`config.mk`:
```
export PLATFORM = sky130hd
export DESIGN_NAME = ringtone_token_parser_flat
export DESIGN_NICKNAME = d
export VERILOG_FILES = /design/src/rtp_pkg.sv /design/src/rtp_channels.sv /design/src/rtp_decoder.sv /design/src/ringtone_token_parser.sv /design/src/flat_wrapper.sv
export SDC_FILE = /design/constraint.sdc
export NUM_CORES = 1
export LEC_CHECK = 0
export ABC_AREA = 1
export BUFFER_PORTS_ARGS = -buffer_cell sky130_fd_sc_hd__buf_2
export CAP_MARGIN = 20
export CORE_AREA = 2 2 141 74
export DETAILED_ROUTE_END_ITERATION = 6
export DIE_AREA = 0 0 143 76
export MAX_ROUTING_LAYER = met4
export REMOVE_ABC_BUFFERS = 1
export SLEW_MARGIN = 20
export SYNTH_ARGS = -nofsm -noshare
export SYNTH_HDL_FRONTEND = slang
export SYNTH_HIERARCHICAL = 1
export SYNTH_SLANG_ARGS = --single-unit
export TNS_END_PERCENT = 20
```
`constraint.sdc`:
```
create_clock -name clk -period 5.5 [get_ports clk]
set_input_delay 0.275 -clock clk [delete_from_list [all_inputs] [get_ports clk]]
set_output_delay 0.275 -clock clk [all_outputs]
set_load 0.01 [all_outputs]
```
`src/rtp_pkg.sv`:
```
// Package for the ringtone token parser: field types, character codes and
// duration/note constants. No dependencies.
`timescale 1ns / 1ps

package rtp_pkg;

    // Field widths
    localparam int CHAR_W = 8;
    localparam int DUR_W  = 6;
    localparam int NOTE_W = 8;

    // Default token buffer depth (range 4 to 8)
    localparam int TOKEN_LEN_DEF = 5;

    typedef logic [CHAR_W-1:0] char_t;
    typedef logic [DUR_W-1:0]  dur_t;
    typedef logic [NOTE_W-1:0] note_t;
    typedef logic [3:0]        semi_t;

    // Control characters
    localparam char_t CHAR_SPACE = 8'h20;
    localparam char_t CHAR_END   = 8'h73;  // 's'
    localparam char_t CHAR_SHARP = 8'h23;  // '#'
    localparam char_t CHAR_REST  = 8'h2D;  // '-'

    // Duration digits
    localparam char_t CHAR_D1 = 8'h31;
    localparam char_t CHAR_D2 = 8'h32;
    localparam char_t CHAR_D3 = 8'h33;
    localparam char_t CHAR_D4 = 8'h34;
    localparam char_t CHAR_D6 = 8'h36;
    localparam char_t CHAR_D8 = 8'h38;

    // Note letters, upper case
    localparam char_t CHAR_A = 8'h41;
    localparam char_t CHAR_B = 8'h42;
    localparam char_t CHAR_C = 8'h43;
    localparam char_t CHAR_D = 8'h44;
    localparam char_t CHAR_E = 8'h45;
    localparam char_t CHAR_F = 8'h46;
    localparam char_t CHAR_G = 8'h47;

    // Lower case range and case offset
    localparam char_t CHAR_LC_A  = 8'h61;
    localparam char_t CHAR_LC_Z  = 8'h7A;
    localparam char_t CASE_SHIFT = 8'h20;

    // Durations
    localparam dur_t DUR_NONE = 6'd0;
    localparam dur_t DUR_1    = 6'd1;
    localparam dur_t DUR_2    = 6'd2;
    localparam dur_t DUR_4    = 6'd4;
    localparam dur_t DUR_8    = 6'd8;
    localparam dur_t DUR_16   = 6'd16;
    localparam dur_t DUR_32   = 6'd32;

    // Note codes
    localparam note_t NOTE_NONE = 8'd0;
    localparam note_t NOTE_REST = 8'd100;
    localparam note_t NOTE_BASE = 8'd101;
    localparam note_t NOTE_MAX  = 8'd136;
    localparam note_t OCT_STEP1 = 8'd12;
    localparam note_t OCT_STEP2 = 8'd24;

endpackage

```
`src/rtp_channels.sv`:
```
// Valid/ready channel interfaces for the ringtone token parser.
// Depends on rtp_pkg for the payload types.
`timescale 1ns / 1ps

interface rtp_char_if;
    logic           valid;
    logic           ready;
    rtp_pkg::char_t char_in;

    modport source (output valid, output char_in, input ready);
    modport sink   (input valid, input char_in, output ready);
endinterface

interface rtp_note_if;
    logic           valid;
    logic           ready;
    rtp_pkg::dur_t  duration;
    rtp_pkg::note_t note_code;
    logic           end_of_song;

    modport source (output valid, output duration, output note_code, output end_of_song,
                    input ready);
    modport sink   (input valid, input duration, input note_code, input end_of_song,
                    output ready);
endinterface

```
`src/rtp_decoder.sv`:
```
// Combinational token decoder: duration prefix and note letter/sharp/octave.
// Depends on rtp_pkg.
`timescale 1ns / 1ps

module rtp_decoder #(
    parameter int TOKEN_LEN = rtp_pkg::TOKEN_LEN_DEF
) (
    input  rtp_pkg::char_t tok [TOKEN_LEN],
    output rtp_pkg::dur_t  duration,
    output rtp_pkg::note_t note_code
);

    // The decode never looks further than the fifth character
    localparam int WIN = 5;

    rtp_pkg::char_t win [WIN];
    rtp_pkg::char_t n0;
    rtp_pkg::char_t n1;
    rtp_pkg::char_t n2;
    rtp_pkg::char_t upper;
    rtp_pkg::char_t oct;
    rtp_pkg::semi_t semi;
    rtp_pkg::note_t oct_off;
    rtp_pkg::note_t note;
    logic           start_two;
    logic           dur_ok;
    logic           letter_ok;
    logic           sharpable;
    logic           oct_ok;

    // Pad positions beyond the buffer with zero
    generate
        for (genvar g = 0; g < WIN; g++)
        begin : g_win
            if (g < TOKEN_LEN)
            begin : g_used
                assign win[g] = tok[g];
            end
            else
            begin : g_pad
                assign win[g] = '0;
            end
        end
    endgenerate

    // Decode the duration prefix
    always_comb
    begin
        dur_ok    = 1'b1;
        start_two = 1'b0;
        duration  = rtp_pkg::DUR_NONE;
        unique case (win[0])
            rtp_pkg::CHAR_D1:
            begin
                if (win[1] == rtp_pkg::CHAR_D6)
                begin
                    duration  = rtp_pkg::DUR_16;
                    start_two = 1'b1;
                end
                else
                begin
                    duration = rtp_pkg::DUR_1;
                end
            end
            rtp_pkg::CHAR_D3:
            begin
                duration  = rtp_pkg::DUR_32;
                start_two = 1'b1;
            end
            rtp_pkg::CHAR_D2: duration = rtp_pkg::DUR_2;
            rtp_pkg::CHAR_D4: duration = rtp_pkg::DUR_4;
            rtp_pkg::CHAR_D8: duration = rtp_pkg::DUR_8;
            default:          dur_ok   = 1'b0;
        endcase
    end

    // Pick the note characters after the prefix
    assign n0 = start_two ? win[2] : win[1];
    assign n1 = start_two ? win[3] : win[2];
    assign n2 = start_two ? win[4] : win[3];

    // Fold lower case onto upper case
    assign upper = (n0 >= rtp_pkg::CHAR_LC_A && n0 <= rtp_pkg::CHAR_LC_Z)
                 ? n0 - rtp_pkg::CASE_SHIFT : n0;

    // Map the letter to its semitone
    always_comb
    begin
        letter_ok = 1'b1;
        sharpable = 1'b1;
        semi      = 4'd0;
        unique case (upper)
            rtp_pkg::CHAR_C: semi = 4'd0;
            rtp_pkg::CHAR_D: semi = 4'd2;
            rtp_pkg::CHAR_E:
            begin
                semi      = 4'd4;
                sharpable = 1'b0;
            end
            rtp_pkg::CHAR_F: semi = 4'd5;
            rtp_pkg::CHAR_G: semi = 4'd7;
            rtp_pkg::CHAR_A: semi = 4'd9;
            rtp_pkg::CHAR_B:
            begin
                semi      = 4'd11;
                sharpable = 1'b0;
            end
            default:         letter_ok = 1'b0;
        endcase
    end

    // Octave character sits after an optional sharp
    assign oct = (n1 == rtp_pkg::CHAR_SHARP) ? n2 : n1;

    always_comb
    begin
        oct_ok  = 1'b1;
        oct_off = '0;
        unique case (oct)
            rtp_pkg::CHAR_D1: oct_off = '0;
            rtp_pkg::CHAR_D2: oct_off = rtp_pkg::OCT_STEP1;
            rtp_pkg::CHAR_D3: oct_off = rtp_pkg::OCT_STEP2;
            default:          oct_ok  = 1'b0;
        endcase
    end

    // Assemble the note code
    always_comb
    begin
        if (n0 == rtp_pkg::CHAR_REST)
        begin
            note = rtp_pkg::NOTE_REST;
        end
        else if (!letter_ok || !oct_ok)
        begin
            note = rtp_pkg::NOTE_NONE;
        end
        else if (n1 == rtp_pkg::CHAR_SHARP)
        begin
            if (sharpable)
            begin
                note = rtp_pkg::NOTE_BASE + oct_off + {4'd0, semi} + 8'd1;
            end
            else
            begin
                note = rtp_pkg::NOTE_NONE;
            end
        end
        else
        begin
            note = rtp_pkg::NOTE_BASE + oct_off + {4'd0, semi};
        end
    end

    assign note_code = dur_ok ? note : rtp_pkg::NOTE_NONE;

endmodule

```
`src/ringtone_token_parser.sv`:
```
// Ringtone token parser top level: token buffer, decoder and result register.
// Depends on rtp_pkg, rtp_channels (rtp_char_if, rtp_note_if) and rtp_decoder.
//
// Usage:
//   char_ch carries one ASCII character per item. Characters are gathered
//   into a buffer of TOKEN_LEN entries; further characters are dropped.
//   A space ends the token and produces one item on note_ch with the
//   duration (1..32, 0 if unknown) and note code (100 rest, 101..136 notes,
//   0 if unknown). An 's' on an empty token produces an end-of-song item.
//   Latency: the result item is valid the cycle after the space or 's' is
//   taken. Throughput: one character per cycle unless note_ch stalls; the
//   decode is a single combinational pass from the token buffer into the
//   result register. While a result is held, char_ch stays ready only if
//   that result is taken in the same cycle; otherwise it waits.
//   Reset clears the token buffer, its length and the result valid flag.
`timescale 1ns / 1ps

module ringtone_token_parser #(
    parameter int TOKEN_LEN = rtp_pkg::TOKEN_LEN_DEF
) (
    input  logic              clk,
    input  logic              rst_n,
    rtp_char_if.sink          char_ch,
    rtp_note_if.source        note_ch
);

    localparam int LEN_W = $clog2(TOKEN_LEN + 1);

    rtp_pkg::char_t tok_reg  [TOKEN_LEN];
    logic [LEN_W-1:0] len_reg;
    logic             out_valid_reg;
    rtp_pkg::dur_t    dur_reg;
    rtp_pkg::note_t   note_reg;
    logic             eos_reg;

    rtp_pkg::dur_t    dec_dur;
    rtp_pkg::note_t   dec_note;
    logic             accept;
    logic             is_end;
    logic             is_space;

    // Decode the current token
    rtp_decoder #(
        .TOKEN_LEN (TOKEN_LEN)
    ) u_decoder (
        .tok       (tok_reg),
        .duration  (dec_dur),
        .note_code (dec_note)
    );

    // Accept while the result register is empty or being drained
    assign char_ch.ready = !out_valid_reg || note_ch.ready;
    assign accept        = char_ch.valid && char_ch.ready;
    assign is_end        = (len_reg == '0) && (char_ch.char_in == rtp_pkg::CHAR_END);
    assign is_space      = (char_ch.char_in == rtp_pkg::CHAR_SPACE);

    // Gather characters; clear on space
    always_ff @(posedge clk or negedge rst_n)
    begin
        if (!rst_n)
        begin
            len_reg <= '0;
            for (int i = 0; i < TOKEN_LEN; i++)
            begin
                tok_reg[i] <= '0;
            end
        end
        else if (accept && !is_end)
        begin
            if (is_space)
            begin
                len_reg <= '0;
                for (int i = 0; i < TOKEN_LEN; i++)
                begin
                    tok_reg[i] <= '0;
                end
            end
            else if (len_reg < LEN_W'(TOKEN_LEN))
            begin
                len_reg <= len_reg + LEN_W'(1);
                for (int i = 0; i < TOKEN_LEN; i++)
                begin
                    if (len_reg == LEN_W'(i))
                    begin
                        tok_reg[i] <= char_ch.char_in;
                    end
                end
            end
        end
    end

    // Hold the result until taken
    always_ff @(posedge clk or negedge rst_n)
    begin
        if (!rst_n)
        begin
            out_valid_reg <= 1'b0;
        end
        else if (accept && (is_end || is_space))
        begin
            out_valid_reg <= 1'b1;
        end
        else if (note_ch.ready)
        begin
            out_valid_reg <= 1'b0;
        end
    end

    // Load the result payload
    always_ff @(posedge clk)
    begin
        if (accept && is_end)
        begin
            dur_reg  <= rtp_pkg::DUR_NONE;
            note_reg <= rtp_pkg::NOTE_NONE;
            eos_reg  <= 1'b1;
        end
        else if (accept && is_space)
        begin
            dur_reg  <= dec_dur;
            note_reg <= dec_note;
            eos_reg  <= 1'b0;
        end
    end

    assign note_ch.valid       = out_valid_reg;
    assign note_ch.duration    = dur_reg;
    assign note_ch.note_code   = note_reg;
    assign note_ch.end_of_song = eos_reg;

endmodule

```
`src/flat_wrapper.sv`:
```
// flat-port wrapper written by rule: the top's interface ports become plain ports
module ringtone_token_parser_flat 
#(
    parameter int TOKEN_LEN = rtp_pkg::TOKEN_LEN_DEF
)
  (clk, rst_n, char_ch_valid, char_ch_char_in, char_ch_ready, note_ch_valid, note_ch_duration, note_ch_note_code, note_ch_end_of_song, note_ch_ready);
  rtp_char_if char_ch_i ();
  rtp_note_if note_ch_i ();
  input  logic clk;
  input  logic rst_n;
  input wire logic [$bits(char_ch_i.valid)-1:0] char_ch_valid;
  input wire logic [$bits(char_ch_i.char_in)-1:0] char_ch_char_in;
  output wire logic [$bits(char_ch_i.ready)-1:0] char_ch_ready;
  output wire logic [$bits(note_ch_i.valid)-1:0] note_ch_valid;
  output wire logic [$bits(note_ch_i.duration)-1:0] note_ch_duration;
  output wire logic [$bits(note_ch_i.note_code)-1:0] note_ch_note_code;
  output wire logic [$bits(note_ch_i.end_of_song)-1:0] note_ch_end_of_song;
  input wire logic [$bits(note_ch_i.ready)-1:0] note_ch_ready;
  assign char_ch_i.valid = char_ch_valid;
  assign char_ch_i.char_in = char_ch_char_in;
  assign char_ch_ready = char_ch_i.ready;
  assign note_ch_valid = note_ch_i.valid;
  assign note_ch_duration = note_ch_i.duration;
  assign note_ch_note_code = note_ch_i.note_code;
  assign note_ch_end_of_song = note_ch_i.end_of_song;
  assign note_ch_i.ready = note_ch_ready;
  ringtone_token_parser #(.TOKEN_LEN(TOKEN_LEN)) u_core (.clk(clk), .rst_n(rst_n), .char_ch(char_ch_i), .note_ch(note_ch_i));
endmodule
```
# Yosys cells after proc, flatten, opt, wreduce, memory -nomap -nowiden
# Cells that the tools add are included.
word_totals:
  word_cells: 104
  out_inout_bits: 17
  reg_bits: 59
  in_bits: 12
op_classes:
  n_eq_ne: 24
  muxes: 30
  addsub: 5
  n_lt_le_gt_ge: 3
  reduce_logical: 32
op_table:
  columns: ["cell", "n"]
  rows:
  - ["$mux 8", 15]
  - ["$eq 8x6->1 const B", 12]
  - ["$mux 40", 2]
  - ["$eq 8x7->1 const B", 8]
  - ["$pmux 6 s5", 1]
  - ["$pmux 4 s6", 1]
  - ["$reduce_and 3->1", 5]
  - ["$reduce_bool 2->1", 7]
  - ["$pmux 5 s2", 1]
  - ["$add 7x8->8 const A", 1]
  - ["$add 8x1->8 const B", 1]
  - ["$add 8x4->8", 1]
  - ["$ge 8x7->1 const B", 1]
  - ["$le 8x7->1 const B", 1]
  - ["$sub 8x6->8 const B", 1]
  - ["$logic_and 1x1->1", 7]
  - ["$reduce_or 7->1", 1]
  - ["$eq 3x2->1 const B", 2]
  - ["$mux 1", 6]
  - ["$mux 3", 2]
  - ["$mux 5", 1]
  - ["$reduce_or 5->1", 1]
  - ["$logic_not 1->1", 4]
  - ["$add 3x1->3 const B", 1]
  - ["9 further kinds", 11]

# Logic depth before layout (Yosys ltp)
depth:
  ltp_word: 16
  depth_mapped: 31
  depth_no_buf: 30

# Hierarchy
# The synthesis kept the hierarchy.
modules_own_cells:
  columns: ["mod", "instances", "area_per_inst_um2", "seq_area_each_um2", "cells_per_inst"]
  rows:
  - ["ringtone_token_parser", 1, 2635.0, 1401.3, 309]
  - ["rtp_decoder", 1, 1139.8, 0.0, 204]

# Worst setup path before layout
# OpenSTA, ideal clock, no wires.
synth_path:
  path_type: "flip-flop to flip-flop"
  startpoint: "register u_core/tok_reg[35] (netlist name)"
  endpoint: "register u_core.note_reg[6] (netlist: u_core/note_ch.note_code[6])"
  slack_ns: 1.506
  arrival_time_ns: 3.930
  required_ns: 5.436
  stages_incl_launch_ff: 28
  n_path_buf: 1
  period_less_slack_ns: 3.994
  cell_sequence: "dfrtp_1 > nor2_2 > nand2_2 > nor2_4 > nand2_4 > nand2_8 > buf_12 > nand2_2 > o21ai_2 > inv_1 > ha_1 > or2_2 > nor2_1 > nand2_2 > nand2_2 > nand4_1 > inv_1 > ha_1 > ha_1 > a31o_2 > xnor2_1 > nor2_1 > nand2_1 > nand3_1 > or2_1 > a21oi_2 > nor2_1 > nor2_1"
synth_between:
  elab_chain_len: 15
  word_cells_on_any_way: 47
  cone_classes: "add/sub (4); order compare (2); eq/ne (17); mux (16); reduce/logical (8)"
synth_lines:
  columns: ["element", "line", "rtl"]
  rows:
  - ["start: declaration", "ringtone_token_parser.sv:29", "rtp_pkg::char_t tok_reg [TOKEN_LEN];"]
  - ["start signal: indexed assignment", "ringtone_token_parser.sv:85", "tok_reg[i] <= char_ch.char_in;"]
  - ["$eq 8x6->1", "rtp_decoder.sv:52", "unique case (win[0])"]
  - ["$pmux 1 s2", "rtp_decoder.sv:52", null]
  - ["$mux 8 (on tied branches)", "rtp_decoder.sv:79, rtp_decoder.sv:78", null]
  - ["$eq 8x6->1 (tied with other cells)", "rtp_decoder.sv:113, rtp_decoder.sv:138", null]
  - ["$mux 8 / $logic_and 1x1->1 (equally long branches)", "rtp_decoder.sv:113, rtp_decoder.sv:83", null]
  - ["$eq 8x6->1 / $mux 8 (equally long branches)", "rtp_decoder.sv:119, rtp_decoder.sv:84", null]
  - ["$pmux 5 s2 / $eq 8x7->1 (equally long branches)", "rtp_decoder.sv:119, rtp_decoder.sv:92", null]
  - ["$add 7x8->8 / $pmux 4 s6 (equally long branches)", "rtp_decoder.sv:142, rtp_decoder.sv:151, rtp_decoder.sv:92", null]
  - ["$add 8x4->8", "rtp_decoder.sv:142, rtp_decoder.sv:151", null]
  - ["$add 8x1->8", "rtp_decoder.sv:142", "note = rtp_pkg::NOTE_BASE + oct_off + {4'd0, semi} + 8'd1;"]
  - ["$mux 8", "rtp_decoder.sv:140", "if (sharpable)"]
  - ["$mux 8", "rtp_decoder.sv:138", "else if (n1 == rtp_pkg::CHAR_SHARP)"]
  - ["$mux 8", "rtp_decoder.sv:134", "else if (!letter_ok || !oct_ok)"]
  - ["$mux 8", "rtp_decoder.sv:130", "if (n0 == rtp_pkg::CHAR_REST)"]
  - ["$mux 8 *", "rtp_decoder.sv:155", "assign note_code = dur_ok ? note : rtp_pkg::NOTE_NONE;"]
  - ["net u_core.dec_note[6]", "ringtone_token_parser.sv:37", "rtp_pkg::note_t dec_note;"]
  - ["end signal: assignment", "ringtone_token_parser.sv:115", "note_reg <= rtp_pkg::NOTE_NONE;"]
  - ["end signal: assignment", "ringtone_token_parser.sv:121", "note_reg <= dec_note;"]
  - ["end: declaration", "ringtone_token_parser.sv:33", "rtp_pkg::note_t note_reg;"]
# The timed path passes the listed nets; every way through them passes the cells marked *.
# A chain may end at the register's enable or synchronous reset.

# Worst setup path in the final report
# Same ends and word-level chain as after synthesis.

==> qor.txt <==
status -> completed
largest net degree at the start of global routing -> 46
final WL -> 9.39 mm
Ports -> 29
Filler cells -> 1003
synthesized area -> 3770 um^2
area of the multi-input gates -> 2080 um^2
CP Class -> flop to flop
final antenna diode count -> 0
vias per inst -> 4.91
Post-CTS Setup Bufs -> 0
Required @ worst endpoint -> 5.77 ns
Synth top area share -> 29.2%
Leak -> 2.32 nW
vias in the first global route -> 3179
Slew @ Worst Pin -> 0.575 ns
Setup-failing EPs final -> 0
row count -> 26
Clock Latency Late Sink -> 0.34 ns
pwr dens -> 457 nW/um^2
TNS Setup -> 0 ns
syn avg cell area -> 7.36 um^2
post-synthesis cell type count -> 41
Hold Vio Cnt, Final -> 0
Yosys warning count -> 6
total clock sinks -> 59
max incr delay on CP -> 0.42 ns
Die W -> 143 um
ANT nets after route -> 0
RSZ-0062 raised after global routing -> no
DIE AREA -> 10900 um^2
placed standard-cell area -> 3980 um^2
total count of max-transition violations in the final report -> 0
Max-slew headroom -> 61.7%
largest cells by area after synthesis -> dfrtp_1 (29%), nand2_1 (15%), nand3_1 (8.8%)
WP data arrival -> 4.66 ns
clk slew on worst S/H paths -> 0.06 ns
nets@finish -> 568
final setup skew -> 0.00749 ns
IO buf count -> 28
Root Buffer -> clkbuf_16
CP delay by family, top -> simple AND/OR/NAND/NOR gates
Resized cells post-CTS -> 0
post-DP HPWL -> 7.09 mm
crit path buf inv count -> 2
Setup WS pre-CTS -> 1.21 ns
post-synth top area cell -> dfrtp_1
Tightest Hold Check Type -> primary input to flop
area delta synth->final -> 13.7%
GRT Util Overall -> 19.1%
Slowest-stage cell, CP -> dfrtp_1
register bit total from synthesis -> 59
hold_ws -> 0.268 ns
Post-Syn Instances -> 513
post-synthesis sequential area ratio -> 37.1%
crit-path max FO -> 19
crit path time final -> 4.39 ns
max reg flops -> 40
Routed wire per std cell -> 13.6 um
RePlAce Congestion -> 0.909
fmax -> 0.228 GHz
first drt pass iteration count -> 5
max-capacitance violation count -> 0
maximum vdd drop -> 0.222 mV
deepest clock path buffer count -> 2
CTS tree -> done
number of buffers created by CTS -> 9
detailed-route DRC error count -> 0
layout cells sized above 1 -> 19.9%
post-route cell area -> 4290 um^2
starting density of the core -> 38.6%
Crit. End Element -> flop
CP startpoint kind -> flop
Iteration-0 DRC Markers -> 232
core box area -> 9790 um^2
CTS H-tree lvls -> 3
setup ws final -> 1.11 ns
final worst path period share -> 79.9%
global-route wire length before repair -> 15.9 mm
initial antenna violation count -> 0
register area -> 1400 um^2
via count -> 3379
gr ovfl total -> 0
die height -> 76 um
## worst min-delay path, stage by stage
cell and delay (ns):
buf_2 0.07, inv_1 0.03, nand2_1 0.09, nand3_1 0.08
## power by group
part           total (mW)  internal (mW)  switching (mW)  leakage (nW)
combinational       0.682          0.234           0.448          1.51
clock               0.569          0.352           0.217         0.138
sequential          0.712          0.587           0.126         0.677
total                1.96           1.17           0.791          2.32
## final timing paths
kind                            slack, ns  cells after the start                           to                       start
worst max-delay path                 1.11                     26  u_core/note_ch.note_code[6]          u_core/tok_reg[35]
worst min-delay path                 0.27                      4         u_core/note_ch.valid               note_ch_ready
worst max register to register       1.11                     26  u_core/note_ch.note_code[6]          u_core/tok_reg[35]
worst min register to register       0.44                      2   u_core/note_ch.end_of_song  u_core/note_ch.end_of_song
max in group asynchronous            4.62                      2           u_core/tok_reg[31]                       rst_n
min in group asynchronous            0.48                      2           u_core/tok_reg[10]                       rst_n
## cell families after synthesis
| logic type | Yosys count | share of synthesized area [%] |
|---|---|---|
| compound gates | 38 | 6.23 |
| fa+ha+maj | 13 | 4.31 |
| xor+xnor | 3 | 0.696 |
| flops | 59 | 37.1 |
| simple gates | 342 | 43.9 |
| buf+inv | 58 | 7.72 |
## per-layer routing
metal	GRT usage [%]	share of wire, %	up-vias	routed length, um
met4	5.84	1.2	0	110
met1	29.1	54	1569	5050
li1	-	-	1711	-
met2	24.3	39	88	3640
met5	-	0	-	0
met3	4.71	6.3	11	594
## area by class of cell
cell class / count / share of cell area (%)
tap: 140 / 4.08
inverter: 48 / 4.20
timing repair buffer: 29 / 3.56
sequential: 59 / 32.7
multi-input combinational: 396 / 48.5
clock inverter: 7 / 1.75
clock buffer: 9 / 5.25
## Yosys cell counts (all sizes together)
cell,n
a21oi,10
a31o,1
a31oi,1
and2,1
buf,10
clkinv,1
dfrtp,44
dfxtp,15
ha,13
inv,47
nand2,176
nand3,72
nand3b,2
nand4,8
nor2,69
nor3,6
nor3b,3
nor4,1
o21ai,25
o31ai,1
or2,4
xnor2,1
xor2,2
## through the flow
step           total power, mW  util, %  cells
2_1_floorplan             1.21        -    503
3_3_place_gp              1.37     40.6    671
3_5_place_dp              1.39     40.6    671
4_1_cts                   1.96     43.7    687
5_1_grt                   2.11     43.8    688
6_report                  1.96     43.8    688
## cell usage in the layout (no fill, tap or decap), types with 6 or more instances in the layout
cell       instances
ha_1              13
clkbuf_16          9
o21ai_1           12
nand4_1            8
dfxtp_1           15
inv_2             10
nand2_1          152
nand2_2           18
buf_2             27
nand3_2            6
nor2_1            58
a21oi_1            7
o21ai_0            8
inv_1             37
nand3_1           66
dfrtp_1           44
## timing repair
item                                    CTS  global route
endpoints found under the setup margin    0             0
endpoints found under the hold margin     0            41
hold buffers                              0             1
Power figures use the tool's default switching activity.
